<file path="src/rtl/spc_pkg.sv">
// Shared constants and types for the skin pixel classifier.
`default_nettype none

package spc_pkg;

	// Inverse covariance of the hue/saturation skin model, unsigned Q.24.
	localparam logic        [16:0] INV_A  = 17'd101502;
	localparam logic signed [15:0] INV_B2 = 16'sd14226;  // twice the cross term
	localparam logic        [12:0] INV_C  = 13'd6422;

	// Configuration register indexes (byte address is four times the index).
	localparam logic [2:0] REG_THRESHOLD_LAMBDA = 3'd0;
	localparam logic [2:0] REG_THRESHOLD_VALUE  = 3'd1;
	localparam logic [2:0] REG_CR_LOW           = 3'd2;
	localparam logic [2:0] REG_CR_HIGH          = 3'd3;
	localparam logic [2:0] REG_CB_LOW           = 3'd4;
	localparam logic [2:0] REG_CB_HIGH          = 3'd5;
	localparam logic [2:0] REG_MEAN_HUE_Q4      = 3'd6;
	localparam logic [2:0] REG_MEAN_SAT_Q4      = 3'd7;

	// Widths of the distance pipeline.
	localparam int DIFF_W  = 13;  // signed Q.4 offsets from the mean
	localparam int PROD_W  = 2 * DIFF_W;
	localparam int SQ_W    = 24;  // magnitude of a squared offset
	localparam int TERM_A_W = SQ_W + 17;
	localparam int TERM_B_W = PROD_W + 16;
	localparam int TERM_C_W = SQ_W + 13;
	localparam int LAMBDA_W = 43;

	// Per-stage load enables of the pipeline.
	typedef struct packed {
		logic s1;
		logic s2;
		logic s3;
	} spc_adv_t;

endpackage

`default_nettype wire

</file>
<file path="src/rtl/skin_pixel_classifier.sv">
// Top level of the skin pixel classifier: stream ports, registers and pipeline control.
//
// Usage: one pixel per transaction arrives on the slave stream (s_tvalid,
// s_tready, s_tdata) and one classification per pixel leaves on the master
// stream (m_tvalid, m_tready, m_tdata). A pixel is skin when either the
// Mahalanobis hue/saturation test or the Cr/Cb box test passes.
// Throughput is one pixel per cycle while the receiver does not stall; the figure is set
// by the four-stage pipeline (offsets, squares and cross product, constant weighting,
// sum and compare), in which every stage not held by a stall takes a new pixel each clock.
// The result on m_tdata is held in the fourth stage, and the first stage loads at
// the accepting edge itself.
// When the receiver stalls, each occupied stage still moves into an empty stage ahead
// of it and holds only behind a full one, so bubbles close up and nothing is lost or
// repeated; s_tready falls only once the whole pipeline is full.
// Reset (arst_n low) empties the pipeline and loads the registers with their
// default model and thresholds. The APB port writes a register at the access
// cycle; registers should be changed only while no pixel is in flight.
`default_nettype none

module skin_pixel_classifier (
	input  wire logic        clk,
	input  wire logic        arst_n,
	// Pixel stream in
	input  wire logic        s_tvalid,
	output logic             s_tready,
	input  wire logic [39:0] s_tdata,   // hue[7:0], sat[15:8], val[23:16], cr[31:24], cb[39:32]
	// Classification stream out
	output logic             m_tvalid,
	input  wire logic        m_tready,
	output logic [7:0]       m_tdata,   // skin[0], cov_hit[1], box_hit[2], zeros above
	// Configuration port
	input  wire logic        psel,
	input  wire logic        penable,
	input  wire logic        pwrite,
	input  wire logic [4:0]  paddr,
	input  wire logic [31:0] pwdata,
	output logic [31:0]      prdata,
	output logic             pready
);
	import spc_pkg::*;

	// Configuration registers.
	logic [5:0]  threshold_lambda_q;
	logic [7:0]  threshold_value_q;
	logic [7:0]  cr_low_q, cr_high_q, cb_low_q, cb_high_q;
	logic [11:0] mean_hue_q4_q, mean_sat_q4_q;

	logic [2:0] reg_index;
	logic       cfg_write;

	assign pready    = 1'b1;
	assign reg_index = paddr[4:2];
	assign cfg_write = psel && penable && pwrite && pready;

	always_ff @(posedge clk or negedge arst_n) begin
		if (!arst_n) begin
			threshold_lambda_q <= 6'd2;
			threshold_value_q  <= 8'd40;
			cr_low_q           <= 8'd128;
			cr_high_q          <= 8'd164;
			cb_low_q           <= 8'd91;
			cb_high_q          <= 8'd127;
			mean_hue_q4_q      <= 12'd1838;
			mean_sat_q4_q      <= 12'd905;
		end else if (cfg_write) begin
			case (reg_index)
				REG_THRESHOLD_LAMBDA: threshold_lambda_q <= pwdata[5:0];
				REG_THRESHOLD_VALUE:  threshold_value_q  <= pwdata[7:0];
				REG_CR_LOW:           cr_low_q           <= pwdata[7:0];
				REG_CR_HIGH:          cr_high_q          <= pwdata[7:0];
				REG_CB_LOW:           cb_low_q           <= pwdata[7:0];
				REG_CB_HIGH:          cb_high_q          <= pwdata[7:0];
				REG_MEAN_HUE_Q4:      mean_hue_q4_q      <= pwdata[11:0];
				REG_MEAN_SAT_Q4:      mean_sat_q4_q      <= pwdata[11:0];
				default: ;
			endcase
		end
	end

	always_comb begin
		case (reg_index)
			REG_THRESHOLD_LAMBDA: prdata = {26'd0, threshold_lambda_q};
			REG_THRESHOLD_VALUE:  prdata = {24'd0, threshold_value_q};
			REG_CR_LOW:           prdata = {24'd0, cr_low_q};
			REG_CR_HIGH:          prdata = {24'd0, cr_high_q};
			REG_CB_LOW:           prdata = {24'd0, cb_low_q};
			REG_CB_HIGH:          prdata = {24'd0, cb_high_q};
			REG_MEAN_HUE_Q4:      prdata = {20'd0, mean_hue_q4_q};
			REG_MEAN_SAT_Q4:      prdata = {20'd0, mean_sat_q4_q};
			default:              prdata = 32'd0;
		endcase
	end

	// Input fields.
	logic [7:0] in_hue, in_sat, in_val, in_cr, in_cb;
	assign in_hue = s_tdata[7:0];
	assign in_sat = s_tdata[15:8];
	assign in_val = s_tdata[23:16];
	assign in_cr  = s_tdata[31:24];
	assign in_cb  = s_tdata[39:32];

	// Pipeline control: a stage loads when it is empty or the stage ahead loads,
	// so a stall at the output only freezes the stages that are occupied.
	logic     v_s1, v_s2, v_s3, v_s4;
	logic     en_s4;
	spc_adv_t adv;

	assign en_s4    = !v_s4 || m_tready;
	assign adv.s3   = !v_s3 || en_s4;
	assign adv.s2   = !v_s2 || adv.s3;
	assign adv.s1   = !v_s1 || adv.s2;
	assign s_tready = adv.s1;

	always_ff @(posedge clk or negedge arst_n) begin
		if (!arst_n) begin
			v_s1 <= 1'b0;
			v_s2 <= 1'b0;
			v_s3 <= 1'b0;
			v_s4 <= 1'b0;
		end else begin
			if (adv.s1) v_s1 <= s_tvalid;
			if (adv.s2) v_s2 <= v_s1;
			if (adv.s3) v_s3 <= v_s2;
			if (en_s4)  v_s4 <= v_s3;
		end
	end

	// The brightness and box tests are cheap; they are settled in the first
	// stage and travel alongside the distance terms.
	logic bright_s1, bright_s2, bright_s3;
	logic box_s1, box_s2, box_s3;

	always_ff @(posedge clk) begin
		if (adv.s1) begin
			bright_s1 <= in_val >= threshold_value_q;
			box_s1    <= (in_cr > cr_low_q) && (in_cr < cr_high_q) &&
			             (in_cb > cb_low_q) && (in_cb < cb_high_q);
		end
		if (adv.s2) begin
			bright_s2 <= bright_s1;
			box_s2    <= box_s1;
		end
		if (adv.s3) begin
			bright_s3 <= bright_s2;
			box_s3    <= box_s2;
		end
	end

	logic        [TERM_A_W-1:0] term_a_s3;
	logic signed [TERM_B_W-1:0] term_b_s3;
	logic        [TERM_C_W-1:0] term_c_s3;

	spc_distance u_distance (
		.clk         (clk),
		.adv         (adv),
		.hue         (in_hue),
		.sat         (in_sat),
		.mean_hue_q4 (mean_hue_q4_q),
		.mean_sat_q4 (mean_sat_q4_q),
		.term_a_s3   (term_a_s3),
		.term_b_s3   (term_b_s3),
		.term_c_s3   (term_c_s3)
	);

	// Lambda is Q.32 and never negative, so comparing its integer part with the
	// limit is the same as comparing it with the limit shifted up by 32.
	logic signed [LAMBDA_W-1:0] lambda;
	logic                       cov_c;

	assign lambda = $signed({{(LAMBDA_W-TERM_A_W){1'b0}}, term_a_s3}) +
	                {{(LAMBDA_W-TERM_B_W){term_b_s3[TERM_B_W-1]}}, term_b_s3} +
	                $signed({{(LAMBDA_W-TERM_C_W){1'b0}}, term_c_s3});
	assign cov_c  = bright_s3 &&
	                (lambda[LAMBDA_W-1:32] < {{(LAMBDA_W-38){1'b0}}, threshold_lambda_q});

	logic skin_s4, cov_s4, box_s4;

	always_ff @(posedge clk) begin
		if (en_s4) begin
			skin_s4 <= cov_c || box_s3;
			cov_s4  <= cov_c;
			box_s4  <= box_s3;
		end
	end

	assign m_tvalid = v_s4;
	assign m_tdata  = {5'd0, box_s4, cov_s4, skin_s4};

endmodule

`default_nettype wire

</file>
<file path="src/rtl/spc_distance.sv">
// Three-stage datapath for the weighted terms of the Mahalanobis distance.
`default_nettype none

module spc_distance (
	input  wire logic                                   clk,
	input  wire spc_pkg::spc_adv_t                      adv,
	input  wire logic [7:0]                             hue,
	input  wire logic [7:0]                             sat,
	input  wire logic [11:0]                            mean_hue_q4,
	input  wire logic [11:0]                            mean_sat_q4,
	output logic        [spc_pkg::TERM_A_W-1:0]         term_a_s3,
	output logic signed [spc_pkg::TERM_B_W-1:0]         term_b_s3,
	output logic        [spc_pkg::TERM_C_W-1:0]         term_c_s3
);
	import spc_pkg::*;

	logic signed [DIFF_W-1:0] dh_s1, ds_s1;
	logic signed [PROD_W-1:0] hh_s2, hs_s2, ss_s2;
	logic signed [PROD_W-1:0] hh_c, hs_c, ss_c;

	// Offsets from the model mean, both operands zero-extended to 13 bits.
	always_ff @(posedge clk) begin
		if (adv.s1) begin
			dh_s1 <= $signed({1'b0, hue, 4'b0000}) - $signed({1'b0, mean_hue_q4});
			ds_s1 <= $signed({1'b0, sat, 4'b0000}) - $signed({1'b0, mean_sat_q4});
		end
	end

	assign hh_c = dh_s1 * dh_s1;
	assign hs_c = dh_s1 * ds_s1;
	assign ss_c = ds_s1 * ds_s1;

	always_ff @(posedge clk) begin
		if (adv.s2) begin
			hh_s2 <= hh_c;
			hs_s2 <= hs_c;
			ss_s2 <= ss_c;
		end
	end

	// Squares are never negative and stay below 2^24.
	always_ff @(posedge clk) begin
		if (adv.s3) begin
			term_a_s3 <= hh_s2[SQ_W-1:0] * INV_A;
			term_b_s3 <= hs_s2 * INV_B2;
			term_c_s3 <= ss_s2[SQ_W-1:0] * INV_C;
		end
	end

endmodule

`default_nettype wire

</file>
<file path="config.mk">
export PLATFORM = sky130hd
export DESIGN_NAME = skin_pixel_classifier
export DESIGN_NICKNAME = d
export VERILOG_FILES = /design/src/rtl/spc_pkg.sv /design/src/rtl/skin_pixel_classifier.sv /design/src/rtl/spc_distance.sv
export SDC_FILE = /design/constraint.sdc
export NUM_CORES = 2
export LEC_CHECK = 0
export BUFFER_PORTS_ARGS = -buffer_cell sky130_fd_sc_hd__buf_2
export CAP_MARGIN = 25
export CORE_MARGIN = 5
export CORE_UTILIZATION = 47
export DETAILED_ROUTE_END_ITERATION = 10
export PLACE_DENSITY = 0.64
export RECOVER_POWER = 100
export SETUP_SLACK_MARGIN = 0.2
export SYNTH_ARGS = -nofsm -noshare
export SYNTH_HDL_FRONTEND = slang
export SYNTH_HIERARCHICAL = 1
export SYNTH_SLANG_ARGS = --single-unit
</file>
<file path="constraint.sdc">
create_clock -name clk -period 10.85 [get_ports clk]
set_input_delay 1.085 -clock clk [delete_from_list [all_inputs] [get_ports clk]]
set_output_delay 1.085 -clock clk [all_outputs]
set_load 0.02 [all_outputs]
</file>
After elaboration in Yosys (flattened, before gate mapping). Cells that the tools add are included.

Register bits after elaboration: 299. Input port bits: 84. Output and inout bits: 43. Logic and storage cells: 77.

Eq/ne operators: 7. Reduce and logical (&&, ||, !) cells: 24. Multiply operators: 6. Multiplexer cells: 1. $lt $le $gt $ge: 6. Add/sub/neg operators: 4.

Operators by type and width (number): $pmux 32 s8 (1); $mul 13x13->24 (2); $add 42x41->43 (1); $add 43x37->43 (1); $mul 24x16->40 const B (1); $mul 26x14->40 const B (1); $mul 24x12->36 const B (1); $mul 13x13->26 (1); $sub 12x12->13 (2); $gt 8x8->1 (2); $lt 8x8->1 (2); $reduce_and 2->1 (8); $eq 3x3->1 const B (4); $lt 11x6->1 (1); $ge 8x8->1 (1); $eq 3x2->1 const B (2); $logic_and 1x1->1 (6); $logic_or 1x1->1 (5); $logic_not 1->1 (4); $eq 3x1->1 const B (1); $logic_not 3->1 (1).

Depth between registers and ports, before layout.
Word-level depth: 5. Depth in mapped cells: 24. Mapped depth without buffers: 22.

Modules after synthesis. Netlist, hierarchy kept.

By module, submodules not included: spc_distance (cells each 4233, instances 1, seq. area each 6366.1 µm², area each 42887.4 µm²); skin_pixel_classifier (cells each 740, instances 1, seq. area each 2160.8 µm², area each 7193.1 µm²).

Least setup slack after synthesis. OpenSTA, ideal clock, no wires.

Kind: register -> register. Start: register u_distance.hh_s2[13]. End: register u_distance/term_a_s3[40] in the netlist's numbering (data pin). Data required time: 10.590 ns. Path buffers: 1. Period minus slack after synthesis: 6.075 ns. Library setup time: 0.260 ns. Path slack: 4.775 ns. Stages on the path, launching flop included: 22. Arrival time: 5.815 ns. Path through: edfxtp_1 -> fa_1 -> inv_1 -> fa_1 -> inv_1 -> ha_1 -> fa_1 -> fa_1 -> inv_1 -> fa_1 -> inv_1 -> ha_1 -> buf_6 -> a211oi_2 -> o21ai_1 -> a221o_1 -> a221oi_2 -> a2bb2oi_2 -> o21bai_2 -> or4_1 -> a31oi_1 -> xnor2_1.

Word-level cells in the longest chain between the ends: 1.

Ends and longest elaborated chain: from (decl) (line spc_distance.sv:18) `logic signed [PROD_W-1:0] hh_s2, hs_s2, ss_s2;`; from (signal assigned) (line spc_distance.sv:35) `hh_s2 <= hh_c;`; $mul 24x16->40 (line spc_distance.sv:44) `term_a_s3 <= hh_s2[SQ_W-1:0] * INV_A;`; to (signal assigned) (line spc_distance.sv:44); to (decl) (line spc_distance.sv:11) `output logic [spc_pkg::TERM_A_W-1:0] term_a_s3,`.

Every way passes these cells. A chain may end at the register's enable or synchronous reset.

Final worst setup path. Same ends and word-level chain as after synthesis.

==> metrics.md <==
| Metric | Value |
|---|---|
| Final core occ | 50.4% |
| Clock latency on the worst-skew pair | 610 ps |
| Total CTS buffers | 40 |
| # Max-Cap Violations | 8 |
| Syn avg cell area | 10.1 µm² |
| Worst-case clock buffer depth | 3 |
| Max Slew Vio Count | 374 |
| Tmin final | 7070 ps |
| Ys async rst share | 25.1% |
| Commonest non-fill, non-tap cell in the layout | inv_1 |
| Pre-antenna DRT Iters | 5 |
| Crit path cell chain | fa_1 -> inv_1 -> fa_1 -> inv_1 -> ha_1 -> fa_1 -> fa_1 -> inv_1 -> fa_1 -> inv_1 -> ha_1 -> a211oi_1 -> o21ai_0 -> a221o_1 -> a221oi_1 -> a2bb2oi_1 -> o21bai_1 -> or4_1 -> a31oi_1 -> xnor2_1 |
| Slowest stage delay, CP | around 630 ps |
| Ys Warns | 6 |
| Setup_tns | 0 ps |
| Cell Area, Synth | 50100 µm² |
| Area Growth Syn to Fin | 6.14% |
| CP endpoint | u_distance/term_a_s3[40] |
| Die height | 336 µm |
| Max H-tree Level | 2 |
| RR Startpoint | u_distance/hh_s2[13] |
| R2R cell count | 20 |
| Final Skew | about 56 ps |
| Worst-path maximum fanout | 8 |
| HP Class | reg2reg |
| RSZ-0062 raised after global routing | false |
| Post-route cell area | 53200 µm² |
| Most frequent cells in the layout | 1284 x inv_1, 830 x fa_1, 698 x ha_1 |
| WL/cell | 16.7 µm |
| Final Wtd Congestion | about 0.88 |
| Cell repeated most along the worst path | fa_1 |
| Crit path from | u_distance/hh_s2[13] |
| Initial antenna violation count | 1 |
| IO Pins | 127 |
| Largest cells by area after synthesis | fa_1 33%, ha_1 17%, edfxtp_1 13%, inv_1 9.6%, xnor2_1 3.0% |
| Total core area | 106000 µm² |
| Data required, critical path | 11200 ps |
| Final Routed Wirelength | 108000 µm |
| Worst-path clk slew | 70 ps |
| Slowest stage cell, crit path | edfxtp_1 |
| Fillers | 9796 |
| Setup crit end kind | register |
| Setup crit start kind | register |
| Status | finished with violations |
| Failing checks | max-capacitance violations, max-slew violations |
| Distinct cells, synth | 92 |
| Top cell type's share of synthesized area | 33.2% |
| Flop2flop setup slack | 3780 ps |
| GRT Overall Usage | between 10% and 20% |
| Final net count | 6647 |
| Via count | 33000 |
| Max_slew headroom | -159% |
| Post-synth EDFFs | about 220 |
| GRT overflow | 0 |
| Sequential share of the synthesized area | roughly 17% |
| FF+latch count, synth | 295 |
| Slew of the pin with the lowest slew margin | 3890 ps |
| Final ANT Viol Nets | 0 |
| CTS sink cnt | about 300 |
| Post-CTS setup buffers | 0 |
| DRC viols | 0 |
| Reg-to-reg endpoint | u_distance/term_a_s3[40] |
| FP Rows | 119 |
| Vias in the first global route | 34500 |
| Syn Inst Count | 4973 |
| CTS tree | done |
| N_diodes | 0 |
| Dpl cell area | roughly 52000 µm² |
| Final number of hold-violating endpoints | 0 |
| Worst path arrival time | 7420 ps |
| Routed vias/inst | 5.11 |
| # port buffers | 78 |
| Cts hold-fix bufs | 0 |
| Final worst path period share | between 60% and 70% |
| Root Driver | clkbuf_16 |
| Die Area | ~110000 µm² |
| First-pass GRT wire length | roughly 180000 µm |
| Setup Viol. Count Final | 0 |
| Largest net degree at the start of global routing | 75 |
| Initial Util | around 47% |
| Ys flop type | edfxtp_1 |
| Post-DP HPWL | 89500 µm |
| Die X | approximately 340 µm |
| CP Class | reg2reg |
| PostCTS Resize Cnt | 0 |
| Synth area leader | fa_1 |
| Layout cells sized above 1 | 4.74% |
| Iteration-0 DRC Markers | 1599 |
| Max Fclk | 141 MHz |
final cells by class:
type                       count  area [µm²]  share of cell area (%)
tap                         1391        1740                    3.27
sequential                   295        8530                    16.0
inverter                    1286        4830                    9.08
clock buffer                  47        1060                    1.99
multi-input combinational   3300       36200                    68.0
timing repair buffer         112         582                    1.09
clock inverter                25         250                   0.471
critical path: cells and delay by family (launching register included):
family	cells	cell delay [ps]
and+or+nand+nor	1	430
AOI/OAI and AO/OA	7	2150
buffers and inverters	4	190
adders and majority gates	7	3270
xor gates and xnor gates	1	120
DFF	1	630
worst min-delay path by stage:
| stage | start | endpoint | slack (ps) | depth (start not counted) |
|---|---|---|---|---|
| floorplan | box_s1 | box_s2 | 400 | 0 |
| global placement | box_s2 | box_s3 | 400 | 0 |
| detailed placement | box_s2 | box_s3 | 400 | 0 |
| CTS | box_s2 | box_s3 | 420 | 0 |
| global route | box_s1 | box_s2 | 430 | 0 |
| finish | box_s2 | box_s3 | 420 | 0 |
state kept, by name, indices dropped and copies added, names as in the netlist, 12 cells and up:
register / flops
u_distance/ss_s2: 23
u_distance/term_c_s3: 35
mean_sat_q4_q: 12
u_distance/hh_s2: 23
u_distance/term_a_s3: 39
u_distance/ds_s1: 13
u_distance/dh_s1: 13
u_distance/hs_s2: 26
mean_hue_q4_q: 12
u_distance/term_b_s3: 40
cells in the mapped netlist (all sizes together), types with 38 or more instances:
library cell and count:
fa 830, edfxtp 221, nand2b 38, xor2 59
o21ai 131, dfrtp 43, a21o 89, nor2 166
clkbuf 86, ha 698, nand2 320, and2 125
inv 1284, xnor2 169, a21oi 159, nor3 45
buf 39, o21a 49
routing by layer:
metal	vias up	routed length, µm	GRT usage [%]	part of all wire [%]
met5	-	0	0	0
met4	0	2340	4.20	2.2
met3	110	4290	2.31	4.0
met2	557	51100	32.7	47
met1	16600	50000	28.1	46
li1	15800	-	-	-
per-stage QoR:
step	cells	hold slack, ps	setup slack, ps
global route	6456	426	3430
CTS	6455	419	4140
finish	6456	416	3780
global placement	6381	402	4200
floorplan	5006	400	4780
detailed placement	6383	405	4150
cell families (layout without fill, tap and decap cells):
family / after synthesis / after routing / synth area share [%]
adders and majority gates: 1528 / 1528 / 50.6
other: 4 / 37 / 0.0300
DFF: 295 / 295 / 17.0
muxes: 52 / 52 / 1.20
buffers and inverters: 1411 / 1470 / 10.9
AOI/OAI and AO/OA: 624 / 624 / 8.32
xor gates and xnor gates: 229 / 229 / 4.03
and+or+nand+nor: 830 / 830 / 7.92
Power is not shown: default switching activity piles up to over one toggle a cycle in this logic, so the estimate is an artifact.
